==> config.mk <==
export PLATFORM = sky130hd
export DESIGN_NAME = isa_dma_register_file_core_flat
export DESIGN_NICKNAME = d
export VERILOG_FILES = /design/src/rtl/isadma_pkg.sv /design/src/rtl/isadma_if.sv /design/src/rtl/isa_dma_register_file_core.sv /design/src/flat_wrapper.sv
export SDC_FILE = /design/constraint.sdc
export NUM_CORES = 1
export LEC_CHECK = 0
export BUFFER_PORTS_ARGS = -buffer_cell sky130_fd_sc_hd__buf_4
export CAP_MARGIN = 10
export CORE_ASPECT_RATIO = 1.25
export CORE_MARGIN = 8
export CORE_UTILIZATION = 56
export DETAILED_ROUTE_END_ITERATION = 6
export PLACE_DENSITY = 0.86
export SYNTH_ARGS = -nofsm -noshare
export SYNTH_HDL_FRONTEND = slang
export SYNTH_SLANG_ARGS = --single-unit
==> constraint.sdc <==
create_clock -name clk -period 3.29 [get_ports clk]
set_input_delay 0.329 -clock clk [delete_from_list [all_inputs] [get_ports clk]]
set_output_delay 0.329 -clock clk [all_outputs]
set_load 0.05 [all_outputs]
==> src/rtl/isadma_pkg.sv <==
// Shared types, port-map constants and decode helpers of the ISA DMA register file.
package isadma_pkg;

    localparam int unsigned NumChan  = 8;
    localparam int unsigned ChanW    = 3;
    localparam int unsigned NumCtl   = 2;

    localparam logic [7:0] PORT_MASK0  = 8'h0A;
    localparam logic [7:0] PORT_MASK1  = 8'hD4;
    localparam logic [7:0] PORT_MODE0  = 8'h0B;
    localparam logic [7:0] PORT_MODE1  = 8'hD6;
    localparam logic [7:0] PORT_CLEAR0 = 8'h0C;
    localparam logic [7:0] PORT_CLEAR1 = 8'hD8;

    localparam logic ACTION_WRITE = 1'b0;
    localparam logic ACTION_READ  = 1'b1;

    typedef enum logic [2:0] {
        KIND_NONE  = 3'd0,
        KIND_WORD  = 3'd1,
        KIND_MASK  = 3'd2,
        KIND_MODE  = 3'd3,
        KIND_CLEAR = 3'd4,
        KIND_PAGE  = 3'd5
    } kind_t;

    typedef struct packed {
        logic             hit;
        logic [ChanW-1:0] chan;
    } page_hit_t;

    function automatic page_hit_t page_lookup(input logic [7:0] port);
        page_hit_t r;
        r.hit  = 1'b1;
        r.chan = '0;
        case (port) inside
            8'h87:   r.chan = 3'd0;
            8'h83:   r.chan = 3'd1;
            8'h81:   r.chan = 3'd2;
            8'h82:   r.chan = 3'd3;
            8'h8F:   r.chan = 3'd4;
            8'h8B:   r.chan = 3'd5;
            8'h89:   r.chan = 3'd6;
            8'h8A:   r.chan = 3'd7;
            default: r.hit  = 1'b0;
        endcase
        return r;
    endfunction

endpackage

==> src/rtl/isadma_if.sv <==
// Valid/ready channel interfaces for port accesses and their results.
interface isadma_req_if;
    logic       valid;
    logic       ready;
    logic       action;
    logic [7:0] port;
    logic [7:0] wdata;

    modport source (output valid, output action, output port, output wdata, input ready);
    modport sink   (input valid, input action, input port, input wdata, output ready);
endinterface

interface isadma_rsp_if;
    logic        valid;
    logic        ready;
    logic [7:0]  rdata;
    logic        decoded;
    logic [2:0]  channel;
    logic [23:0] chan_address;
    logic [15:0] chan_count;
    logic [7:0]  chan_mode;
    logic        chan_masked;
    logic        pointer_high;

    modport source (output valid, output rdata, output decoded, output channel,
                    output chan_address, output chan_count, output chan_mode,
                    output chan_masked, output pointer_high, input ready);
    modport sink   (input valid, input rdata, input decoded, input channel,
                    input chan_address, input chan_count, input chan_mode,
                    input chan_masked, input pointer_high, output ready);
endinterface

==> src/rtl/isa_dma_register_file_core.sv <==
// Register file of two cascaded 8237-style DMA controllers and their page registers.
// Each transfer on req is one I/O port access; it is captured in an input register, decoded
// and applied to the channel registers once the result side can advance, where its result
// also lands in an output register. One access is taken every cycle as long as rsp is
// drained; the rate is set by the single decode-and-update pass between the input register
// and the result register. After reset every channel is masked and both byte pointers
// select the low byte.
module isa_dma_register_file_core (
    input  logic         clk,
    input  logic         rst_n,
    isadma_req_if.sink   req,
    isadma_rsp_if.source rsp
);

    logic       s1_valid_reg;
    logic       s1_action_reg;
    logic [7:0] s1_port_reg;
    logic [7:0] s1_wdata_reg;

    logic [15:0] base_reg   [isadma_pkg::NumChan];
    logic [15:0] count_reg  [isadma_pkg::NumChan];
    logic [7:0]  page_reg   [isadma_pkg::NumChan];
    logic [7:0]  mode_reg   [isadma_pkg::NumChan];
    logic        masked_reg [isadma_pkg::NumChan];
    logic        ptr_reg    [isadma_pkg::NumCtl];

    logic        out_valid_reg;
    logic [7:0]  out_rdata_reg;
    logic        out_decoded_reg;
    logic [2:0]  out_channel_reg;
    logic [23:0] out_address_reg;
    logic [15:0] out_count_reg;
    logic [7:0]  out_mode_reg;
    logic        out_masked_reg;
    logic        out_ptr_reg;

    logic advance;
    logic fire;

    isadma_pkg::kind_t     kind;
    isadma_pkg::page_hit_t page_hit;
    logic [2:0]  ch;
    logic        ctl;
    logic        is_count;
    logic        rd;
    logic        ptr;
    logic [15:0] word_cur;
    logic [15:0] word_new;
    logic [15:0] base_next;
    logic [15:0] count_next;
    logic [7:0]  page_next;
    logic [7:0]  mode_next;
    logic        masked_next;
    logic        ptr_next;
    logic [7:0]  rdata;

    assign advance   = !out_valid_reg || rsp.ready;
    assign fire      = s1_valid_reg && advance;
    assign req.ready = !s1_valid_reg || advance;

    // Capture the access.
    always_ff @(posedge clk or negedge rst_n)
    begin
        if (!rst_n)
        begin
            s1_valid_reg <= 1'b0;
        end
        else if (req.ready)
        begin
            s1_valid_reg <= req.valid;
        end
    end

    always_ff @(posedge clk)
    begin
        if (req.valid && req.ready)
        begin
            s1_action_reg <= req.action;
            s1_port_reg   <= req.port;
            s1_wdata_reg  <= req.wdata;
        end
    end

    // Decode the port.
    assign page_hit = isadma_pkg::page_lookup(s1_port_reg);

    always_comb
    begin
        kind     = isadma_pkg::KIND_NONE;
        ch       = '0;
        ctl      = 1'b0;
        is_count = 1'b0;
        case (s1_port_reg) inside
            [8'h00:8'h07]:
            begin
                kind     = isadma_pkg::KIND_WORD;
                ch       = {1'b0, s1_port_reg[2:1]};
                is_count = s1_port_reg[0];
            end
            8'hC0, 8'hC2, 8'hC4, 8'hC6, 8'hC8, 8'hCA, 8'hCC, 8'hCE:
            begin
                kind     = isadma_pkg::KIND_WORD;
                ctl      = 1'b1;
                ch       = {1'b1, s1_port_reg[3:2]};
                is_count = s1_port_reg[1];
            end
            isadma_pkg::PORT_MASK0:
            begin
                kind = isadma_pkg::KIND_MASK;
            end
            isadma_pkg::PORT_MASK1:
            begin
                kind = isadma_pkg::KIND_MASK;
                ctl  = 1'b1;
            end
            isadma_pkg::PORT_MODE0:
            begin
                kind = isadma_pkg::KIND_MODE;
            end
            isadma_pkg::PORT_MODE1:
            begin
                kind = isadma_pkg::KIND_MODE;
                ctl  = 1'b1;
            end
            isadma_pkg::PORT_CLEAR0:
            begin
                kind = isadma_pkg::KIND_CLEAR;
            end
            isadma_pkg::PORT_CLEAR1:
            begin
                kind = isadma_pkg::KIND_CLEAR;
                ctl  = 1'b1;
            end
            default:
            begin
                if (page_hit.hit)
                begin
                    kind = isadma_pkg::KIND_PAGE;
                    ch   = page_hit.chan;
                    ctl  = page_hit.chan[2];
                end
            end
        endcase
        if ((kind == isadma_pkg::KIND_MASK || kind == isadma_pkg::KIND_MODE)
            && s1_action_reg == isadma_pkg::ACTION_WRITE)
        begin
            ch = {ctl, s1_wdata_reg[1:0]};
        end
        else if (kind == isadma_pkg::KIND_MASK || kind == isadma_pkg::KIND_MODE
                 || kind == isadma_pkg::KIND_CLEAR)
        begin
            ch = {ctl, 2'b00};
        end
    end

    // Apply the access to the selected channel.
    always_comb
    begin
        rd          = (s1_action_reg == isadma_pkg::ACTION_READ);
        ptr         = ptr_reg[ctl];
        word_cur    = is_count ? count_reg[ch] : base_reg[ch];
        word_new    = ptr ? {s1_wdata_reg, word_cur[7:0]} : {word_cur[15:8], s1_wdata_reg};
        base_next   = base_reg[ch];
        count_next  = count_reg[ch];
        page_next   = page_reg[ch];
        mode_next   = mode_reg[ch];
        masked_next = masked_reg[ch];
        ptr_next    = ptr;
        rdata       = '0;
        case (kind)
            isadma_pkg::KIND_WORD:
            begin
                rdata    = ptr ? word_cur[15:8] : word_cur[7:0];
                ptr_next = !ptr;
                if (!rd)
                begin
                    if (is_count)
                    begin
                        count_next = word_new;
                    end
                    else
                    begin
                        base_next = word_new;
                    end
                end
            end
            isadma_pkg::KIND_MASK:
            begin
                if (!rd)
                begin
                    masked_next = s1_wdata_reg[2];
                end
            end
            isadma_pkg::KIND_MODE:
            begin
                if (!rd)
                begin
                    mode_next = s1_wdata_reg;
                end
            end
            isadma_pkg::KIND_CLEAR:
            begin
                if (!rd)
                begin
                    ptr_next = 1'b0;
                end
            end
            isadma_pkg::KIND_PAGE:
            begin
                rdata = page_reg[ch];
                if (!rd)
                begin
                    page_next = s1_wdata_reg;
                end
            end
            default:
            begin
                rdata = '0;
            end
        endcase
        if (!rd)
        begin
            rdata = '0;
        end
    end

    always_ff @(posedge clk or negedge rst_n)
    begin
        if (!rst_n)
        begin
            for (int i = 0; i < isadma_pkg::NumChan; i++)
            begin
                base_reg[i]   <= '0;
                count_reg[i]  <= '0;
                page_reg[i]   <= '0;
                mode_reg[i]   <= '0;
                masked_reg[i] <= 1'b1;
            end
            for (int j = 0; j < isadma_pkg::NumCtl; j++)
            begin
                ptr_reg[j] <= 1'b0;
            end
        end
        else if (fire)
        begin
            base_reg[ch]   <= base_next;
            count_reg[ch]  <= count_next;
            page_reg[ch]   <= page_next;
            mode_reg[ch]   <= mode_next;
            masked_reg[ch] <= masked_next;
            ptr_reg[ctl]   <= ptr_next;
        end
    end

    // Hold the result until the sink takes it.
    always_ff @(posedge clk or negedge rst_n)
    begin
        if (!rst_n)
        begin
            out_valid_reg <= 1'b0;
        end
        else if (advance)
        begin
            out_valid_reg <= s1_valid_reg;
        end
    end

    always_ff @(posedge clk)
    begin
        if (fire)
        begin
            if (kind == isadma_pkg::KIND_NONE)
            begin
                out_rdata_reg   <= '0;
                out_decoded_reg <= 1'b0;
                out_channel_reg <= '0;
                out_address_reg <= '0;
                out_count_reg   <= '0;
                out_mode_reg    <= '0;
                out_masked_reg  <= 1'b0;
                out_ptr_reg     <= 1'b0;
            end
            else
            begin
                out_rdata_reg   <= rdata;
                out_decoded_reg <= 1'b1;
                out_channel_reg <= ch;
                out_address_reg <= {page_next, base_next};
                out_count_reg   <= count_next;
                out_mode_reg    <= mode_next;
                out_masked_reg  <= masked_next;
                out_ptr_reg     <= ptr_next;
            end
        end
    end

    assign rsp.valid        = out_valid_reg;
    assign rsp.rdata        = out_rdata_reg;
    assign rsp.decoded      = out_decoded_reg;
    assign rsp.channel      = out_channel_reg;
    assign rsp.chan_address = out_address_reg;
    assign rsp.chan_count   = out_count_reg;
    assign rsp.chan_mode    = out_mode_reg;
    assign rsp.chan_masked  = out_masked_reg;
    assign rsp.pointer_high = out_ptr_reg;

endmodule

==> src/flat_wrapper.sv <==
// flat-port wrapper written by rule: the top's interface ports become plain ports
module isa_dma_register_file_core_flat 
  (clk, rst_n, req_valid, req_action, req_port, req_wdata, req_ready, rsp_valid, rsp_rdata, rsp_decoded, rsp_channel, rsp_chan_address, rsp_chan_count, rsp_chan_mode, rsp_chan_masked, rsp_pointer_high, rsp_ready);
  isadma_req_if req_i ();
  isadma_rsp_if rsp_i ();
  input  logic clk;
  input  logic rst_n;
  input wire logic [$bits(req_i.valid)-1:0] req_valid;
  input wire logic [$bits(req_i.action)-1:0] req_action;
  input wire logic [$bits(req_i.port)-1:0] req_port;
  input wire logic [$bits(req_i.wdata)-1:0] req_wdata;
  output wire logic [$bits(req_i.ready)-1:0] req_ready;
  output wire logic [$bits(rsp_i.valid)-1:0] rsp_valid;
  output wire logic [$bits(rsp_i.rdata)-1:0] rsp_rdata;
  output wire logic [$bits(rsp_i.decoded)-1:0] rsp_decoded;
  output wire logic [$bits(rsp_i.channel)-1:0] rsp_channel;
  output wire logic [$bits(rsp_i.chan_address)-1:0] rsp_chan_address;
  output wire logic [$bits(rsp_i.chan_count)-1:0] rsp_chan_count;
  output wire logic [$bits(rsp_i.chan_mode)-1:0] rsp_chan_mode;
  output wire logic [$bits(rsp_i.chan_masked)-1:0] rsp_chan_masked;
  output wire logic [$bits(rsp_i.pointer_high)-1:0] rsp_pointer_high;
  input wire logic [$bits(rsp_i.ready)-1:0] rsp_ready;
  assign req_i.valid = req_valid;
  assign req_i.action = req_action;
  assign req_i.port = req_port;
  assign req_i.wdata = req_wdata;
  assign req_ready = req_i.ready;
  assign rsp_valid = rsp_i.valid;
  assign rsp_rdata = rsp_i.rdata;
  assign rsp_decoded = rsp_i.decoded;
  assign rsp_channel = rsp_i.channel;
  assign rsp_chan_address = rsp_i.chan_address;
  assign rsp_chan_count = rsp_i.chan_count;
  assign rsp_chan_mode = rsp_i.chan_mode;
  assign rsp_chan_masked = rsp_i.chan_masked;
  assign rsp_pointer_high = rsp_i.pointer_high;
  assign rsp_i.ready = rsp_ready;
  isa_dma_register_file_core u_core (.clk(clk), .rst_n(rst_n), .req(req_i), .rsp(rsp_i));
endmodule
## Word level (Yosys, flattened, before mapping)

Cells that the tools add are included.

- Bits in registers: 475
- Input bits: 21
- Word-level logic and storage cells: 205

- Order comparisons: 6
- Eq/ne operators: 27
- Multiplexer cells: 98
- Bitwise gates (word level): 3
- Reductions and logical operators: 16

Operator list:

| kind | count |
|---|---|
| bitwise mux 128 bit | 2 |
| two-way mux 16 bit | 13 |
| equality test 8 bit (second input constant) | 19 |
| bitwise mux 64 bit | 2 |
| binary-select mux 16 bit (select 3 bit) | 2 |
| two-way mux 3 bit | 28 |
| two-way mux 8 bit | 10 |
| binary-select mux 8 bit (select 3 bit) | 2 |
| demux 16 bit (select 3 bit) | 1 |
| two-way mux 1 bit | 30 |
| demux 8 bit (select 3 bit) | 1 |
| equality test 8 x 4 -> 1 bit (second input constant) | 3 |
| case mux 8 bit (2 select lines) | 1 |
| bitwise mux 8 bit | 1 |
| greater-or-equal comparator 8 x 1 -> 1 bit (second input constant) | 1 |
| <= comparator 8 x 3 -> 1 bit (second input constant) | 1 |
| OR reduction 8 bit | 1 |
| equality test 3 x 2 -> 1 bit (second input constant) | 2 |
| equality test 3 bit (second input constant) | 2 |
| logical AND 1 bit | 6 |
| greater-or-equal comparator 4 bit (second input constant) | 1 |
| logical OR 1 bit | 4 |
| < comparator 4 x 1 -> 1 bit (second input constant) | 1 |
| NOT 3 -> 4 bit | 1 |
| 13 further kinds | 15 |

## Logic depth before layout (Yosys ltp)

- Word-level depth: 33
- Mapped depth: 14
- Depth with buffers taken out: 10

## Least setup slack after synthesis

No wires, ideal clock.

- Path type: reg-to-reg
- Start: register u_core.s1_port_reg[4]
- End: register u_core.out_rdata_reg[0] (netlist: u_core.rsp.rdata[0]) (data pin)
- Arrival time: 2.994 ns
- Required time: 3.027 ns
- Slack: 0.033 ns
- Cell stages (with the launch flop): 12
- Buffers on the path: 3
- Period minus slack after synthesis: 3.257 ns
- Cells stage by stage: edfxtp_1 -> buf_6 -> or4b_4 -> nor3_2 -> o21ai_2 -> and2_4 -> buf_8 -> inv_12 -> mux2i_2 -> buf_4 -> mux4_2 -> o2bb2ai_1

- Word-level cells in the longest chain between the ends: 30

RTL lines:

| element | line | source |
|---|---|---|
| start, declared | isa_dma_register_file_core.sv:17 | `logic [7:0] s1_port_reg;` |
| start signal, assigned | isa_dma_register_file_core.sv:79 | `s1_port_reg <= req.port;` |
| equality test 8 bit | isa_dma_register_file_core.sv:85 | `assign page_hit = isadma_pkg::page_lookup(s1_port_reg);` |
| two-way mux 1 bit (8 in series) | isadma_pkg.sv:36 | `case (port) inside` |
| two-way mux 3 bit | isa_dma_register_file_core.sv:136 | `if (page_hit.hit)` |
| two-way mux 3 bit (8 in series) | isa_dma_register_file_core.sv:93 | `case (s1_port_reg) inside` |
| equality test 3 x 2 -> 1 bit | isa_dma_register_file_core.sv:144, isa_dma_register_file_core.sv:149 |  |
| logical OR 1 bit | isa_dma_register_file_core.sv:144, isa_dma_register_file_core.sv:149 |  |
| logical OR 1 bit | isa_dma_register_file_core.sv:150 | `\|\| kind == isadma_pkg::KIND_CLEAR)` |
| two-way mux 3 bit | isa_dma_register_file_core.sv:149 | `else if (kind == isadma_pkg::KIND_MASK \|\| kind == isadma_pkg::KIND_MODE` |
| two-way mux 3 bit | isa_dma_register_file_core.sv:144 | `if ((kind == isadma_pkg::KIND_MASK \|\| kind == isadma_pkg::KIND_MODE)` |
| NOT 3 -> 4 bit (not written as such) | isa_dma_register_file_core.sv:161, isa_dma_register_file_core.sv:210 |  |
| binary-select mux 16 bit (select 3 bit) | isa_dma_register_file_core.sv:161 | `word_cur = is_count ? count_reg[ch] : base_reg[ch];` |
| two-way mux 16 bit (not written as such) (2 in series) | isa_dma_register_file_core.sv:161 |  |
| two-way mux 16 bit | isa_dma_register_file_core.sv:161 |  |
| two-way mux 8 bit | isa_dma_register_file_core.sv:173 | `rdata = ptr ? word_cur[15:8] : word_cur[7:0];` |
| case mux 8 bit (2 select lines) | isa_dma_register_file_core.sv:170 | `case (kind)` |
| end signal, assigned | isa_dma_register_file_core.sv:285 | `out_rdata_reg <= rdata;` |
| end, declared | isa_dma_register_file_core.sv:28 | `logic [7:0] out_rdata_reg;` |

Parallel ways exist; a longest one is shown, timed or not. The select of a mux whose other input is x is not followed.
A chain may end at the register's enable or synchronous reset.

## Worst setup path in the final report

- Start: register u_core.s1_port_reg[5]
- End: register u_core.out_count_reg[8] (netlist: u_core.rsp.chan_count[8]) (data pin)

- Word-level cells in the longest chain between the ends: 32

RTL lines:

| element | line | source |
|---|---|---|
| equality test 8 bit | isa_dma_register_file_core.sv:85 |  |
| two-way mux 1 bit (8 in series) | isadma_pkg.sv:36 |  |
| two-way mux 3 bit | isa_dma_register_file_core.sv:136 |  |
| two-way mux 3 bit (8 in series) | isa_dma_register_file_core.sv:93 |  |
| equality test 3 x 2 -> 1 bit | isa_dma_register_file_core.sv:144, isa_dma_register_file_core.sv:149 |  |
| logical OR 1 bit | isa_dma_register_file_core.sv:144, isa_dma_register_file_core.sv:149 |  |
| logical OR 1 bit | isa_dma_register_file_core.sv:150 |  |
| two-way mux 3 bit | isa_dma_register_file_core.sv:149 |  |
| two-way mux 3 bit | isa_dma_register_file_core.sv:144 |  |
| NOT 3 -> 4 bit (not written as such) | isa_dma_register_file_core.sv:161, isa_dma_register_file_core.sv:164 |  |
| binary-select mux 16 bit (select 3 bit) (on tied branches) | isa_dma_register_file_core.sv:161, isa_dma_register_file_core.sv:164 |  |
| two-way mux 16 bit (on tied branches) (2 in series) | isa_dma_register_file_core.sv:161, isa_dma_register_file_core.sv:164 |  |
| two-way mux 16 bit | isa_dma_register_file_core.sv:161 |  |
| two-way mux 16 bit | isa_dma_register_file_core.sv:162 | `word_new = ptr ? {s1_wdata_reg, word_cur[7:0]} : {word_cur[15:8], s1_wdata_reg};` |
| two-way mux 16 bit | isa_dma_register_file_core.sv:177 | `if (is_count)` |
| two-way mux 16 bit | isa_dma_register_file_core.sv:175 | `if (!rd)` |
| two-way mux 16 bit | isa_dma_register_file_core.sv:170 |  |
| end signal, assigned | isa_dma_register_file_core.sv:289 | `out_count_reg <= count_next;` |
| end, declared | isa_dma_register_file_core.sv:32 | `logic [15:0] out_count_reg;` |

Parallel ways exist; a longest one is shown, timed or not. The select of a mux whose other input is x is not followed.

==> qor.csv <==
metric,value,unit
footprint of the multi-input gates,0.00900,mm²
RSZ-0062 raised after global routing,true,
Int Power,11800,µW
type of origin of the critical path,register,
"Max FO, Critical Path",11,
Crit path arrival time,4090,ps
share of async-settable or async-resettable flops after synthesis,83.4,%
Die H,234,µm
"setup slack, reg-to-reg",-470,ps
Synth warnings,0,
sequential cell area,0.0123,mm²
CTS Buffer Depth,3,
Mapped Area,0.0212,mm²
worst setup margin,-474,ps
filler instances,2153,
Reg2Reg Depth,13,
Final min period,3760,ps
synthesized area per cell,9.71,µm²
DR vias,19700,
H-tree depth,2,
critical path type,reg -> reg,
row count,79,
Routed WL per cell,26.3,µm
Initial Util,57.0,%
GRT overflow,0,
highest-count cells in the layout ignoring fill and taps,"nand2_1, dfrtp_1, o21ai_0",
port bufs,84,
ant diodes,0,
Clock power frac,28.4,%
WHS Endpoint,u_core.rsp.valid,
Top Ports,85,
drt initial violations,3362,
fmax,266,MHz
Routability Congestion,0.884,
GRT Total Usage,29.3,%
Mapped Cells,2185,
Worst EP required,3620,ps
min-delay src,rsp_ready,
area grow syn2layout,24.1,%
syn nets,2206,
Hold Crit Class,in -> reg,
initial antenna violation count,2,
TritonCTS buffer count,43,
failing checks,"design-rule violations, negative setup slack",
layout cells sized above 1,21.1,%
"commonest non-fill, non-tap cell in the layout",nand2_1,
nets@finish,2376,
Layout Utilization,70.7,%
period utilisation layout,114,%
Worst-path clk slew,70,ps
setup TNS,-19170,ps
post-synth cell types,76,
clk sinks,475,
sw frac,34.7,%
post-DR vias/cell,6.86,
Synth area leaders,"dfrtp_1, edfxtp_1, nand2_1, o21ai_0, mux2i_1",
Yosys top cell by area,dfrtp_1,
Clock Skew,34.7,ps
dominant synthesized flop cell,dfrtp_1,
top-area cell type share of the netlist area,45.7,%
max_cap viols,0,
Total Wirelength,75500,µm
largest net degree at the start of global routing,95,
Detail Placement HPWL,37900,µm
Root Buffer,clkbuf_16,
Die X,190,µm
final number of setup-violating endpoints,148,
Hold Crit Depth,3,
combinational fraction of design power,28.0,%
Crit Reg-Reg Startpoint,u_core.s1_port_reg[5],
Total Power,18100,µW
run status,finished with violations,
Worst Tran Pin Value,1340,ps
vias in the first global route,18700,
Core ar.,0.0373,mm²
CTS tree,built,
Leak,0.0113,µW
R2R Path End,u_core.rsp.chan_count[8],
first-pass GRT wire length,102000,µm
Die ar.,0.0444,mm²
relative slew slack,10.8,%
DRT Pass-1 Iters,7,
register area share after synthesis,57.9,%
Slew Limit Fails,0,
ANT nets after route,0,
Reg power frac,43.6,%
Post-synth EDFFs,79,
NetSw,6270,µW
drc violations,2,
clk_lat worst skew,580,ps
design area,0.0263,mm²
Max VDD drop,0.487,mV
crit end category,register,
PD cells,687,mW/mm²
register bit count reported by yosys,475,
Post-DP Area,0.0232,mm²
Hold Fails Final Rpt,0,
cell usage after synthesis (all sizes together) (27+ instances only):
cell,n
a221oi,27
buf,60
clkbuf,100
dfrtp,388
edfxtp,79
mux2i,101
nand2,629
nand3,29
nand4,32
nor2,150
o21ai,369
o22ai,27
o31ai,42
through the flow:
step,instances,setup slack [ps],hold WS [ps]
after global placement,2728,-93.0,424
after floorplan,2185,33.1,33.4
after detailed placement,2728,-191,426
after global routing,2874,-559,94.4
after CTS,2843,-73.4,73.1
final,2874,-474,102
power groups by stage:
stage	Clock, µW	Sequential (µW)	Combinational [µW]
floorplan	0	7860	2370
global placement	0	7760	3820
detailed placement	0	7820	3990
CTS	5080	7740	4180
global route	5330	7940	5400
finish	5140	7880	5060
worst max-delay path: stages (launching register included):
cell	delay, ps
edfxtp_1	420
buf_4	170
or4bb_1	570
nor3_2	190
o21ai_2	100
and2_4	220
inv_12	110
mux2i_4	90
buf_12	180
nor2_4	350
buf_4	210
mux2i_1	540
buf_4	290
nor2_1	80
repair_timing:
item | in CTS | in global routing
hold buffers | 19 | 0
cloned | 7 | 13
setup buffers | 13 | 20
pin swaps | 5 | 20
hold endpoints to repair | 97 | 0
resized for setup | 54 | 173
endpoints found under the setup margin | 160 | 357
routing by layer:
metal,global-route usage [%],share of wire (%),routed length [µm]
met1,34.0,33,24600
met2,46.9,45,34300
met3,6.62,13,9690
met4,22.3,9.1,6830
met5,0,0.017,13
worst max path at each step:
stage,startpoint,to,slack (ps),cells after the start
finish,u_core.s1_port_reg[5],u_core.rsp.chan_count[8],-470,13
global route,u_core.s1_port_reg[6],u_core.rsp.rdata[2],-560,11
CTS,u_core.s1_port_reg[5],u_core.rsp.rdata[4],-70,12
detailed placement,u_core.s1_port_reg[5],u_core.count_reg[16],-190,10
global placement,u_core.s1_port_reg[5],u_core.rsp.rdata[4],-90,11
floorplan,u_core.s1_port_reg[4],u_core.rsp.rdata[0],30,11
cell type report:
cell class / instances / share of cell area, %
flip-flops and latches: 475 / 46.7
clock inverters: 10 / 0.238
inverters: 9 / 0.233
well taps: 486 / 2.31
repair buffers: 277 / 11.1
clock buffers: 68 / 5.18
repair inverters: 2 / 0.0950
multi-input cells: 1547 / 34.2
kinds of logic (layout without fill, tap and decap cells):
kind of cell / count (synthesis) / after routing / synth area share, %
mux: 110 / 113 / 5.68
buf+inv: 169 / 366 / 3.88
flops: 475 / 475 / 57.9
compound gates: 536 / 538 / 15.1
simple gates: 894 / 895 / 17.4
xor+xnor: 1 / 1 / 0.0413
No activity file was read; power rests on OpenSTA's default activity.
